[src/hw/rtl/assert_macros.svh]
// assertion macros for the deframer rtl
// no dependencies; included by the deframer top level, which carries concurrent checks
`ifndef ASSERT_MACROS_SVH
`define ASSERT_MACROS_SVH

// same-cycle implication, checks held off during reset
`define DFD_ASSERT_IMP(lbl, clk, rst_n, ante, cons, msg) \
    lbl: assert property (@(posedge clk) disable iff (!rst_n) (ante) |-> (cons)) \
        else $error(msg);

// next-cycle implication, checks held off during reset
`define DFD_ASSERT_NXT(lbl, clk, rst_n, ante, cons, msg) \
    lbl: assert property (@(posedge clk) disable iff (!rst_n) (ante) |=> (cons)) \
        else $error(msg);

`endif

[src/hw/rtl/dfd_pkg.sv]
// types, constants and helpers for the detector frame deframer
// no dependencies; imported by every deframer module
`timescale 1ns / 1ps

package dfd_pkg;

    localparam int CHANNELS_PER_CHIP = 68;
    localparam int BUCKET_LIMIT      = 512;
    localparam int HEADER_BYTES      = 256;
    localparam int FIFO_DEPTH        = 4;
    localparam int FIFO_PW           = $clog2(FIFO_DEPTH);

    // frame type codes from header bytes 5..6
    localparam logic [15:0] FTYPE_PARTIAL = 16'd1;
    localparam logic [15:0] FTYPE_FULL    = 16'd2;

    typedef enum logic [1:0] {
        KIND_SAMPLE = 2'd0,
        KIND_HEADER = 2'd1,
        KIND_END    = 2'd2
    } t_kind;

    typedef struct packed {
        t_kind        kind;
        logic [8:0]   row_index;
        logic [8:0]   time_bucket;
        logic [11:0]  sample_value;
        logic [31:0]  event_index;
        logic [47:0]  event_time;
        logic [31:0]  window_multiplicity;
        logic [31:0]  frame_bytes;
        logic         last;
    } t_result;

    // up to two results per accepted byte, res0 goes out first
    typedef struct packed {
        logic [1:0] cnt;
        t_result    res0;
        t_result    res1;
    } t_push;

    typedef struct packed {
        logic in_data;
        logic walk_done;
        logic full_type;
    } t_dec_stat;

    // chip * channels per chip + channel, kept to the 9-bit row field
    function automatic logic [8:0] f_row(input logic [1:0] chip, input logic [7:0] ch);
        logic [9:0] s;
        s = 10'(chip) * 10'(CHANNELS_PER_CHIP) + 10'(ch);
        return s[8:0];
    endfunction

endpackage

[src/hw/rtl/dfd_in_if.sv]
// byte stream channel into the deframer
// depends on nothing but the handshake convention valid/ready
`timescale 1ns / 1ps

interface dfd_in_if;
    logic       valid;
    logic       ready;
    logic [7:0] stream_byte;

    modport source (output valid, output stream_byte, input ready);
    modport sink   (input valid, input stream_byte, output ready);
endinterface

[src/hw/rtl/dfd_out_if.sv]
// result channel out of the deframer
// depends on nothing but the handshake convention valid/ready
`timescale 1ns / 1ps

interface dfd_out_if;
    logic        valid;
    logic        ready;
    logic [1:0]  kind;
    logic [8:0]  row_index;
    logic [8:0]  time_bucket;
    logic [11:0] sample_value;
    logic [31:0] event_index;
    logic [47:0] event_time;
    logic [31:0] window_multiplicity;
    logic [31:0] frame_bytes;
    logic        last;

    modport source (output valid, output kind, output row_index, output time_bucket,
                    output sample_value, output event_index, output event_time,
                    output window_multiplicity, output frame_bytes, output last,
                    input ready);
    modport sink   (input valid, input kind, input row_index, input time_bucket,
                    input sample_value, input event_index, input event_time,
                    input window_multiplicity, input frame_bytes, input last,
                    output ready);
endinterface

[src/hw/rtl/dfd_decode.sv]
// frame state and per-byte decode: header capture, sample unpacking, frame end
// depends on dfd_pkg
`timescale 1ns / 1ps

module dfd_decode
    import dfd_pkg::*;
(
    input  logic       i_clk,
    input  logic       i_rst_n,
    input  logic       i_accept,
    input  logic [7:0] i_byte,
    output t_push      o_push,
    output t_dec_stat  o_stat
);

    localparam logic [31:0] HDR_LAST = 32'(HEADER_BYTES - 1);

    logic [31:0] r_pos,   n_pos;
    logic        r_in_data, n_in_data;
    logic [23:0] r_fs,    n_fs;
    logic [15:0] r_ftype, n_ftype;
    logic [15:0] r_hs,    n_hs;
    logic [47:0] r_time,  n_time;
    logic [31:0] r_index, n_index;
    logic [31:0] r_mult,  n_mult;
    logic [31:0] r_count, n_count;
    logic [31:0] r_wa,    n_wa;
    logic [6:0]  r_ch,    n_ch;
    logic [9:0]  r_bkt,   n_bkt;
    logic [2:0]  r_pc,    n_pc;
    logic [1:0]  r_pchip, n_pchip;
    logic        r_done,  n_done;

    logic [31:0] pos_inc;
    logic [23:0] size_diff;
    logic [7:0]  ch_sum;
    logic [15:0] half;
    logic        have_sample;
    logic        have_end;
    t_result     smp, hdr, eof;
    t_push       push;

    assign pos_inc = r_pos + 32'd1;

    always_comb begin
        n_pos = r_pos;  n_in_data = r_in_data;  n_fs = r_fs;  n_ftype = r_ftype;
        n_hs = r_hs;  n_time = r_time;  n_index = r_index;  n_mult = r_mult;
        n_count = r_count;  n_wa = r_wa;  n_ch = r_ch;  n_bkt = r_bkt;
        n_pc = r_pc;  n_pchip = r_pchip;  n_done = r_done;
        smp = '0;  hdr = '0;  eof = '0;  push = '0;
        have_sample = 1'b0;  have_end = 1'b0;
        size_diff = '0;  ch_sum = '0;
        half = n_wa[15:0];

        if (i_accept && !r_in_data) begin
            // header fields, big-endian shift-in
            if (r_pos >= 32'd1  && r_pos <= 32'd3)  n_fs    = {r_fs[15:0], i_byte};
            if (r_pos >= 32'd5  && r_pos <= 32'd6)  n_ftype = {r_ftype[7:0], i_byte};
            if (r_pos >= 32'd8  && r_pos <= 32'd9)  n_hs    = {r_hs[7:0], i_byte};
            if (r_pos >= 32'd16 && r_pos <= 32'd21) n_time  = {r_time[39:0], i_byte};
            if (r_pos >= 32'd22 && r_pos <= 32'd25) n_index = {r_index[23:0], i_byte};
            if (r_pos >= 32'd75 && r_pos <= 32'd78) n_mult  = {r_mult[23:0], i_byte};
            if (r_pos < HDR_LAST) begin
                n_pos = pos_inc;
            end else begin
                hdr.kind                = KIND_HEADER;
                hdr.event_index         = n_index;
                hdr.event_time          = n_time;
                hdr.window_multiplicity = n_mult;
                n_pos = '0;  n_wa = '0;  n_ch = '0;  n_bkt = '0;
                n_pc = '0;  n_pchip = '0;  n_done = 1'b0;
                size_diff = n_fs - {8'h00, n_hs};
                if (n_fs > {8'h00, n_hs}) begin
                    n_count   = {size_diff, 8'h00};
                    n_in_data = 1'b1;
                end else begin
                    n_count  = '0;
                    have_end = 1'b1;
                end
            end
        end else if (i_accept) begin
            n_wa = {r_wa[23:0], i_byte};
            half = n_wa[15:0];
            if (r_ftype == FTYPE_PARTIAL && r_pos[1:0] == 2'b11) begin
                have_sample      = 1'b1;
                smp.row_index    = f_row(n_wa[31:30], {1'b0, n_wa[29:23]});
                smp.time_bucket  = n_wa[22:14];
                smp.sample_value = n_wa[11:0];
            end else if (r_ftype == FTYPE_FULL && r_pos[0] && !r_done) begin
                have_sample      = 1'b1;
                smp.time_bucket  = r_bkt[8:0];
                smp.sample_value = half[11:0];
                if (!r_pc[0]) begin
                    n_pchip       = half[15:14];
                    smp.row_index = f_row(half[15:14], {1'b0, r_ch});
                end else begin
                    smp.row_index = f_row(r_pchip, {1'b0, r_ch} + 8'd1);
                end
                n_pc = r_pc + 3'd1;
                // group of eight halfwords done: step the channel/bucket walk
                if (r_pc == 3'd7) begin
                    ch_sum = {1'b0, r_ch} + 8'd2;
                    if (ch_sum >= 8'(CHANNELS_PER_CHIP)) begin
                        n_ch  = '0;
                        n_bkt = r_bkt + 10'd1;
                    end else begin
                        n_ch = ch_sum[6:0];
                    end
                    if (n_bkt >= 10'(BUCKET_LIMIT)) n_done = 1'b1;
                end
            end
            if (pos_inc >= r_count) begin
                have_end  = 1'b1;
                n_pos     = '0;
                n_in_data = 1'b0;
            end else begin
                n_pos = pos_inc;
            end
        end

        eof.kind        = KIND_END;
        eof.frame_bytes = {n_fs, 8'h00};

        // order: header or sample first, frame end after it
        if (hdr.kind == KIND_HEADER) begin
            push.res0 = hdr;
            push.res1 = eof;
            push.cnt  = have_end ? 2'd2 : 2'd1;
        end else if (have_sample) begin
            push.res0 = smp;
            push.res1 = eof;
            push.cnt  = have_end ? 2'd2 : 2'd1;
        end else if (have_end) begin
            push.res0 = eof;
            push.cnt  = 2'd1;
        end
        push.res0.last = (push.cnt == 2'd1);
        push.res1.last = (push.cnt == 2'd2);
    end

    always_ff @(posedge i_clk) begin
        if (!i_rst_n) begin
            r_pos <= '0;  r_in_data <= 1'b0;  r_fs <= '0;  r_ftype <= '0;
            r_hs <= '0;  r_time <= '0;  r_index <= '0;  r_mult <= '0;
            r_count <= '0;  r_wa <= '0;  r_ch <= '0;  r_bkt <= '0;
            r_pc <= '0;  r_pchip <= '0;  r_done <= 1'b0;
        end else begin
            r_pos <= n_pos;  r_in_data <= n_in_data;  r_fs <= n_fs;  r_ftype <= n_ftype;
            r_hs <= n_hs;  r_time <= n_time;  r_index <= n_index;  r_mult <= n_mult;
            r_count <= n_count;  r_wa <= n_wa;  r_ch <= n_ch;  r_bkt <= n_bkt;
            r_pc <= n_pc;  r_pchip <= n_pchip;  r_done <= n_done;
        end
    end

    assign o_push           = push;
    assign o_stat.in_data   = r_in_data;
    assign o_stat.walk_done = r_done;
    assign o_stat.full_type = (r_ftype == FTYPE_FULL);

endmodule

[src/hw/rtl/dfd_result_fifo.sv]
// small result queue: takes up to two results a cycle, gives one beat a cycle while popped
// depends on dfd_pkg
`timescale 1ns / 1ps

module dfd_result_fifo
    import dfd_pkg::*;
(
    input  logic               i_clk,
    input  logic               i_rst_n,
    input  t_push              i_push,
    input  logic               i_pop,
    output logic               o_valid,
    output t_result            o_head,
    output logic [FIFO_PW:0]   o_count
);

    t_result              r_mem [FIFO_DEPTH];
    logic [FIFO_PW-1:0]   r_wp, n_wp;
    logic [FIFO_PW-1:0]   r_rp, n_rp;
    logic [FIFO_PW:0]     r_count, n_count;
    logic                 pop;

    assign pop = i_pop && (r_count != '0);

    always_comb begin
        n_wp    = r_wp + FIFO_PW'(i_push.cnt);
        n_rp    = pop ? r_rp + FIFO_PW'(1) : r_rp;
        n_count = r_count + (FIFO_PW + 1)'(i_push.cnt) - (FIFO_PW + 1)'(pop);
    end

    always_ff @(posedge i_clk) begin
        if (i_push.cnt != 2'd0) r_mem[r_wp] <= i_push.res0;
        if (i_push.cnt == 2'd2) r_mem[r_wp + FIFO_PW'(1)] <= i_push.res1;
    end

    always_ff @(posedge i_clk) begin
        if (!i_rst_n) begin
            r_wp    <= '0;
            r_rp    <= '0;
            r_count <= '0;
        end else begin
            r_wp    <= n_wp;
            r_rp    <= n_rp;
            r_count <= n_count;
        end
    end

    assign o_valid = (r_count != '0);
    assign o_head  = r_mem[r_rp];
    assign o_count = r_count;

endmodule

[src/hw/rtl/detector_frame_deframer.sv]
// detector frame deframer, top level
// depends on dfd_pkg, dfd_in_if, dfd_out_if, dfd_decode, dfd_result_fifo, assert_macros.svh
`timescale 1ns / 1ps

// The deframer takes a readout stream one byte per beat on i_in and gives
// result beats on o_out. Each frame opens with a 256-byte big-endian header;
// after its last byte one header beat (kind 1) carries event time, event
// index and integrated multiplicity. The (frame size - header size) * 256
// data bytes that follow are unpacked: type 1 frames as 32-bit words, one
// sample beat (kind 0) per word; type 2 frames as 16-bit halfwords walking
// channels and buckets, silent from bucket 512 on; other types give no
// samples. After the last data byte an end-of-frame beat (kind 2) carries the
// frame byte count. A header whose size is not below the frame size gives
// the header beat and the end beat on the same byte. last marks the final
// beat caused by a byte. Rate: one byte per clock cycle while i_in.ready is
// high. The decode is single pass from the frame state registers into a
// four-entry result queue, which registers the results. The output side moves
// one beat per cycle while o_out.ready is high, and i_in.ready drops only
// while fewer than two queue entries are free.

`include "assert_macros.svh"

module detector_frame_deframer
    import dfd_pkg::*;
(
    input  logic           i_clk,
    input  logic           i_rst_n,
    dfd_in_if.sink         i_in,
    dfd_out_if.source      o_out
);

    t_push               w_push;
    t_dec_stat           w_stat;
    t_result             w_head;
    logic [FIFO_PW:0]    w_count;
    logic                w_accept;
    logic                w_eof_push;
    logic                w_hdr_only;

    // room for the worst case of two beats from one byte
    assign i_in.ready = (w_count <= (FIFO_PW + 1)'(FIFO_DEPTH - 2));
    assign w_accept   = i_in.valid && i_in.ready;

    // per-byte decode and frame state
    dfd_decode u_decode (
        .i_clk    (i_clk),
        .i_rst_n  (i_rst_n),
        .i_accept (w_accept),
        .i_byte   (i_in.stream_byte),
        .o_push   (w_push),
        .o_stat   (w_stat)
    );

    // result queue between decode and the output port
    dfd_result_fifo u_fifo (
        .i_clk    (i_clk),
        .i_rst_n  (i_rst_n),
        .i_push   (w_push),
        .i_pop    (o_out.ready),
        .o_valid  (o_out.valid),
        .o_head   (w_head),
        .o_count  (w_count)
    );

    assign o_out.kind                = w_head.kind;
    assign o_out.row_index           = w_head.row_index;
    assign o_out.time_bucket         = w_head.time_bucket;
    assign o_out.sample_value        = w_head.sample_value;
    assign o_out.event_index         = w_head.event_index;
    assign o_out.event_time          = w_head.event_time;
    assign o_out.window_multiplicity = w_head.window_multiplicity;
    assign o_out.frame_bytes         = w_head.frame_bytes;
    assign o_out.last                = w_head.last;

    // frame end in this push, either alone or behind a header or sample
    assign w_eof_push = (w_push.cnt == 2'd2) ||
                        (w_push.cnt == 2'd1 && w_push.res0.kind == KIND_END);
    // header with data to follow
    assign w_hdr_only = (w_push.cnt == 2'd1) && (w_push.res0.kind == KIND_HEADER);

    // a pair of beats from one byte: only the second carries last
    `DFD_ASSERT_IMP(a_pair_last, i_clk, i_rst_n, w_push.cnt == 2'd2, w_push.res1.last && !w_push.res0.last && w_push.res1.kind == KIND_END, "two-beat push with wrong last or kind")
    // frame end always drops back to the header phase
    `DFD_ASSERT_NXT(a_eof_header, i_clk, i_rst_n, w_eof_push, !w_stat.in_data, "data phase kept after frame end")
    // a header with a non-empty data part enters the data phase
    `DFD_ASSERT_NXT(a_hdr_data, i_clk, i_rst_n, w_hdr_only, w_stat.in_data, "data phase not entered after header")
    // full readout gives no sample once the bucket walk is finished
    `DFD_ASSERT_IMP(a_walk_stop, i_clk, i_rst_n, w_push.cnt != 2'd0 && w_push.res0.kind == KIND_SAMPLE && w_stat.full_type, !w_stat.walk_done, "sample after bucket limit")

endmodule
[src/flat_wrapper.sv]
// flat-port wrapper written by rule: the top's interface ports become plain ports
module detector_frame_deframer_flat import dfd_pkg::*;
  (i_clk, i_rst_n, i_in_valid, i_in_stream_byte, i_in_ready, o_out_valid, o_out_kind, o_out_row_index, o_out_time_bucket, o_out_sample_value, o_out_event_index, o_out_event_time, o_out_window_multiplicity, o_out_frame_bytes, o_out_last, o_out_ready);
  dfd_in_if i_in_i ();
  dfd_out_if o_out_i ();
  input  logic i_clk;
  input  logic i_rst_n;
  input wire logic [$bits(i_in_i.valid)-1:0] i_in_valid;
  input wire logic [$bits(i_in_i.stream_byte)-1:0] i_in_stream_byte;
  output wire logic [$bits(i_in_i.ready)-1:0] i_in_ready;
  output wire logic [$bits(o_out_i.valid)-1:0] o_out_valid;
  output wire logic [$bits(o_out_i.kind)-1:0] o_out_kind;
  output wire logic [$bits(o_out_i.row_index)-1:0] o_out_row_index;
  output wire logic [$bits(o_out_i.time_bucket)-1:0] o_out_time_bucket;
  output wire logic [$bits(o_out_i.sample_value)-1:0] o_out_sample_value;
  output wire logic [$bits(o_out_i.event_index)-1:0] o_out_event_index;
  output wire logic [$bits(o_out_i.event_time)-1:0] o_out_event_time;
  output wire logic [$bits(o_out_i.window_multiplicity)-1:0] o_out_window_multiplicity;
  output wire logic [$bits(o_out_i.frame_bytes)-1:0] o_out_frame_bytes;
  output wire logic [$bits(o_out_i.last)-1:0] o_out_last;
  input wire logic [$bits(o_out_i.ready)-1:0] o_out_ready;
  assign i_in_i.valid = i_in_valid;
  assign i_in_i.stream_byte = i_in_stream_byte;
  assign i_in_ready = i_in_i.ready;
  assign o_out_valid = o_out_i.valid;
  assign o_out_kind = o_out_i.kind;
  assign o_out_row_index = o_out_i.row_index;
  assign o_out_time_bucket = o_out_i.time_bucket;
  assign o_out_sample_value = o_out_i.sample_value;
  assign o_out_event_index = o_out_i.event_index;
  assign o_out_event_time = o_out_i.event_time;
  assign o_out_window_multiplicity = o_out_i.window_multiplicity;
  assign o_out_frame_bytes = o_out_i.frame_bytes;
  assign o_out_last = o_out_i.last;
  assign o_out_i.ready = o_out_ready;
  detector_frame_deframer u_core (.i_clk(i_clk), .i_rst_n(i_rst_n), .i_in(i_in_i), .o_out(o_out_i));
endmodule
[config.mk]
export PLATFORM = sky130hd
export DESIGN_NAME = detector_frame_deframer_flat
export DESIGN_NICKNAME = d
export VERILOG_FILES = /design/src/hw/rtl/dfd_pkg.sv /design/src/hw/rtl/dfd_in_if.sv /design/src/hw/rtl/dfd_out_if.sv /design/src/hw/rtl/dfd_decode.sv /design/src/hw/rtl/dfd_result_fifo.sv /design/src/hw/rtl/detector_frame_deframer.sv /design/src/flat_wrapper.sv
export VERILOG_INCLUDE_DIRS = /design/src /design/src/hw/rtl
export SDC_FILE = /design/constraint.sdc
export NUM_CORES = 2
export LEC_CHECK = 0
export ABC_CLOCK_PERIOD_IN_PS = 6600
export BUFFER_PORTS_ARGS = -buffer_cell sky130_fd_sc_hd__buf_2
export CORE_UTILIZATION = 45
export CTS_CLUSTER_SIZE = 30
export DETAILED_ROUTE_END_ITERATION = 12
export PLACE_DENSITY = 0.62
export SLEW_MARGIN = 20
export SYNTH_ARGS = -nofsm -noshare
export SYNTH_HDL_FRONTEND = slang
export SYNTH_SLANG_ARGS = --single-unit
[constraint.sdc]
create_clock -name i_clk -period 6.6 [get_ports i_clk]
set_input_delay 0.66 -clock i_clk [delete_from_list [all_inputs] [get_ports i_clk]]
set_output_delay 0.66 -clock i_clk [all_outputs]
set_load 0.05 [all_outputs]
==> flow_summary.json <==
{
  "die_w_um": 304.9,
  "htreeDepth": 3,
  "grt_pass1_vias": 30200,
  "tightest_slew_ns": 1.133,
  "drtAntennaViolNets": 0,
  "power_mw": 13.78,
  "relSlewSlack": 0.2446,
  "finClkSkew_ns": 0.02382,
  "p_sw_frac": 0.2658,
  "netSwitchingPower_mw": 3.662,
  "synth-seq-cells": 956,
  "period_share": 0.9125,
  "place.gp.congestion": 0.8670,
  "numCtsBuffers": 100,
  "endpoint_kind": "flop",
  "intPower_mw": 10.12,
  "grt_max_degree": 114,
  "finalSetupViolations": 0,
  "area_growth_syn_to_layout_pct": 12.82,
  "routed_wirelength_um": 116600,
  "initialDrtViolationCount": 3017,
  "p_leak_nw": 16.99,
  "netlist_instances": 3992,
  "initial_core_util": 0.4567,
  "nets": 4106,
  "cp_cell_sequence": "inv_1 > ha_1 > inv_1 > o21ai_0 > nor4_4 > buf_4 > mux2_2 > ha_1 > a21o_1 > or3_1 > o21ai_0 > a21oi_2 > o21ai_0 > and2_1 > ha_1 > and2_0 > nor2_1 > xor2_1 > ha_1 > fa_1 > xnor2_1 > nor4_1 > nor3b_1",
  "totalNegativeSetupSlack_ns": 0,
  "drv_slew": 0,
  "power.share.sequential": 0.441,
  "dieArea_um2": 92990,
  "synth_area_leaders": "dfxtp_1 (41%), mux4_2 (9.2%), edfxtp_1 (7.6%)",
  "grt_pass1_wl_um": 181600,
  "critical_path_buf_inv_count": 3,
  "firstDrtPassIters": 6,
  "ff_latch_area_um2": 20190,
  "clk_latency_ns": 0.67,
  "ys_async_sr_fraction": 0,
  "fin_crit_ns": 6.023,
  "clockPowerShare": 0.415,
  "via_per_inst": 5.921,
  "port_buffers": 182,
  "synth-edff-count": 104,
  "final_cell_mix": "dfxtp_1 (850), nand2_1 (679), o2bb2ai_1 (336)",
  "final-hold-violation-count": 0,
  "fmax_mhz": 166.0,
  "numClockSinks": 956,
  "dpl.hpwl_um": 69590,
  "yosys.area.top_type_share": 0.4130,
  "slowest_delay_ns": 0.45,
  "cp_slowest_cell": "dfxtp_1",
  "p_comb_frac": 0.145,
  "ios": 191,
  "crit_fanout": 35,
  "min_path_type": "flop to flop",
  "final_common_cell": "dfxtp_1",
  "syn_avg_cell_area_um2": 10.34,
  "path_clk_slew_ns": 0.06,
  "synth_largest_area_cell": "dfxtp_1",
  "cts_setup_buffers": 0,
  "path_class": "flop to flop",
  "startpoint_type": "flop",
  "coreArea_um2": 90420,
  "synth_area_um2": 41300,
  "drive_gt1_frac": 0.1559,
  "cp_data_arrival_time_ns": 6.60,
  "rsz0062_at_grt": "false",
  "holdWs_ns": 0.4497,
  "yosys_warnings": 0,
  "clk_path_buf_depth": 3,
  "finish.utilization": 0.5153,
  "outcome": "complete, no violations",
  "num_rows": 110,
  "cts_tree": "yes",
  "grt_overflow_total": 0,
  "antenna_found_initial": 1,
  "routedWlPerCell_um": 22.06,
  "crit_top_cell": "ha_1",
  "num_vias": 31310,
  "required_ns": 7.17,
  "cts-root-buf": "clkbuf_16",
  "cpLargestDelayFamily": "simple AND/OR/NAND/NOR gates",
  "num-fill-cells": 8077,
  "grt_usage": 0.2465,
  "maxCapViolCount": 0,
  "ys_seq_area_frac": 0.4886,
  "multiInputGateArea_um2": 19810,
  "synth.distinct_cells": 71,
  "synth_top_flop_cell": "dfxtp_1",
  "p_per_area_nw_per_um2": 295.8,
  "drc_errors": 0,
  "fp.dieH_um": 304.9,
  "ir_drop_uv": 237.8
}
[worst min-delay path, cell delays in order, from the launching register on]
cell and delay (ns):
dfxtp_1 0.31, nand2_1 0.05, o21ai_1 0.05
[stage by stage]
step | area, um2 | cells | setup WS [ns]
final | 46590 | 5288 | 0.5773
after global routing | 46590 | 5287 | 0.03400
after CTS | 46580 | 5287 | 0.5090
after detailed placement | 43270 | 5103 | 0.5424
after global placement | 43240 | 5102 | 0.6802
after floorplan | 41330 | 3999 | 0.02191
[Yosys cell counts, types with 16 or more instances]
cell type and number:
a21oi_1 155, and3_1 18, o2bb2ai_1 336, dfxtp_1 852, buf_2 32, ha_1 61, o22ai_1 117, a21o_1 17
nand2_1 685, mux2i_1 178, nor2b_1 76, o211a_1 16, nor3_1 22, nor4_1 22, xor2_1 21, clkbuf_1 267
nand4_1 22, mux4_2 169, nor2_1 85, nand2b_1 39, xnor2_1 45, a22oi_1 40, inv_1 45, o21ai_0 154
edfxtp_1 104, buf_1 28, mux2_2 17, o211ai_1 17, and2_1 21, nand3_1 90, a21boi_0 119
[cell type report]
class,instances,area share
clock buffer,154,0.06222
antenna,1,0.00005371
clock inverter,30,0.008889
tap,1176,0.03158
sequential,956,0.4333
multi-input combinational,2662,0.4252
inverter,46,0.003786
timing repair buffer,263,0.03504
[flip-flops by register name, indices dropped and copies added, names as in the netlist, 24 cells and up, named ones only]
name	flops
u_core.u_decode.r_fs	24
u_core.u_decode.r_pos	32
u_core.u_decode.r_wa	24
u_core.u_decode.r_index	32
u_core.u_decode.r_count	24
u_core.u_fifo.r_mem	676
u_core.u_decode.r_mult	32
u_core.u_decode.r_time	48
[kinds of logic (layout without fill, tap and decap cells)]
kind of cell	after synthesis	count (layout)	synth area share
simple gates	1119	1119	0.1213
compound gates	1040	1040	0.1793
flops	956	956	0.4886
buf+inv	381	493	0.03633
mux	364	364	0.1399
xor+xnor	66	66	0.01400
fa+ha+maj	65	65	0.02042
other cells	1	9	0.00009081
[power by group through the flow]
stage / Combinational (mW) / Clock (mW) / Sequential, mW
after floorplan: 1.61 / 0 / 6.07
after global placement: 2.01 / 0 / 6.21
after detailed placement: 1.99 / 0 / 6.21
after CTS: 2.01 / 5.82 / 6.08
after global routing: 2.16 / 6.07 / 6.09
final: 1.99 / 5.71 / 6.07
[worst paths after layout]
check	from	slack, ns	depth (start not counted)	to
hold / removal	u_core.u_fifo.r_mem[1][118]$_SDFFE_PP0P_	0.45	2	u_core.u_fifo.r_mem[1][118]$_SDFFE_PP0P_
hold reg to reg	u_core.u_fifo.r_mem[1][118]$_SDFFE_PP0P_	0.45	2	u_core.u_fifo.r_mem[1][118]$_SDFFE_PP0P_
setup reg to reg	u_core.u_decode.r_pos[0]$_SDFFE_PN0P_	0.58	23	u_core.u_fifo.o_count[2]$_SDFF_PN0_
setup / recovery	u_core.u_decode.r_pos[0]$_SDFFE_PN0P_	0.58	23	u_core.u_fifo.o_count[2]$_SDFF_PN0_
[repair_timing]
action | CTS | global route
gates resized for setup | 0 | 1
endpoints found under the setup margin | 0 | 1
hold buffers | 0 | 0
[layer usage]
metal / global-route usage / up-vias / wire (um)
met5: 0 / - / 0
met4: 0.07071 / 0 / 3032
met3: 0.03539 / 178 / 6951
met2: 0.3873 / 1014 / 52680
met1: 0.3521 / 15400 / 53960
li1: - / 14720 / -
No activity file was read; power rests on OpenSTA's default activity.
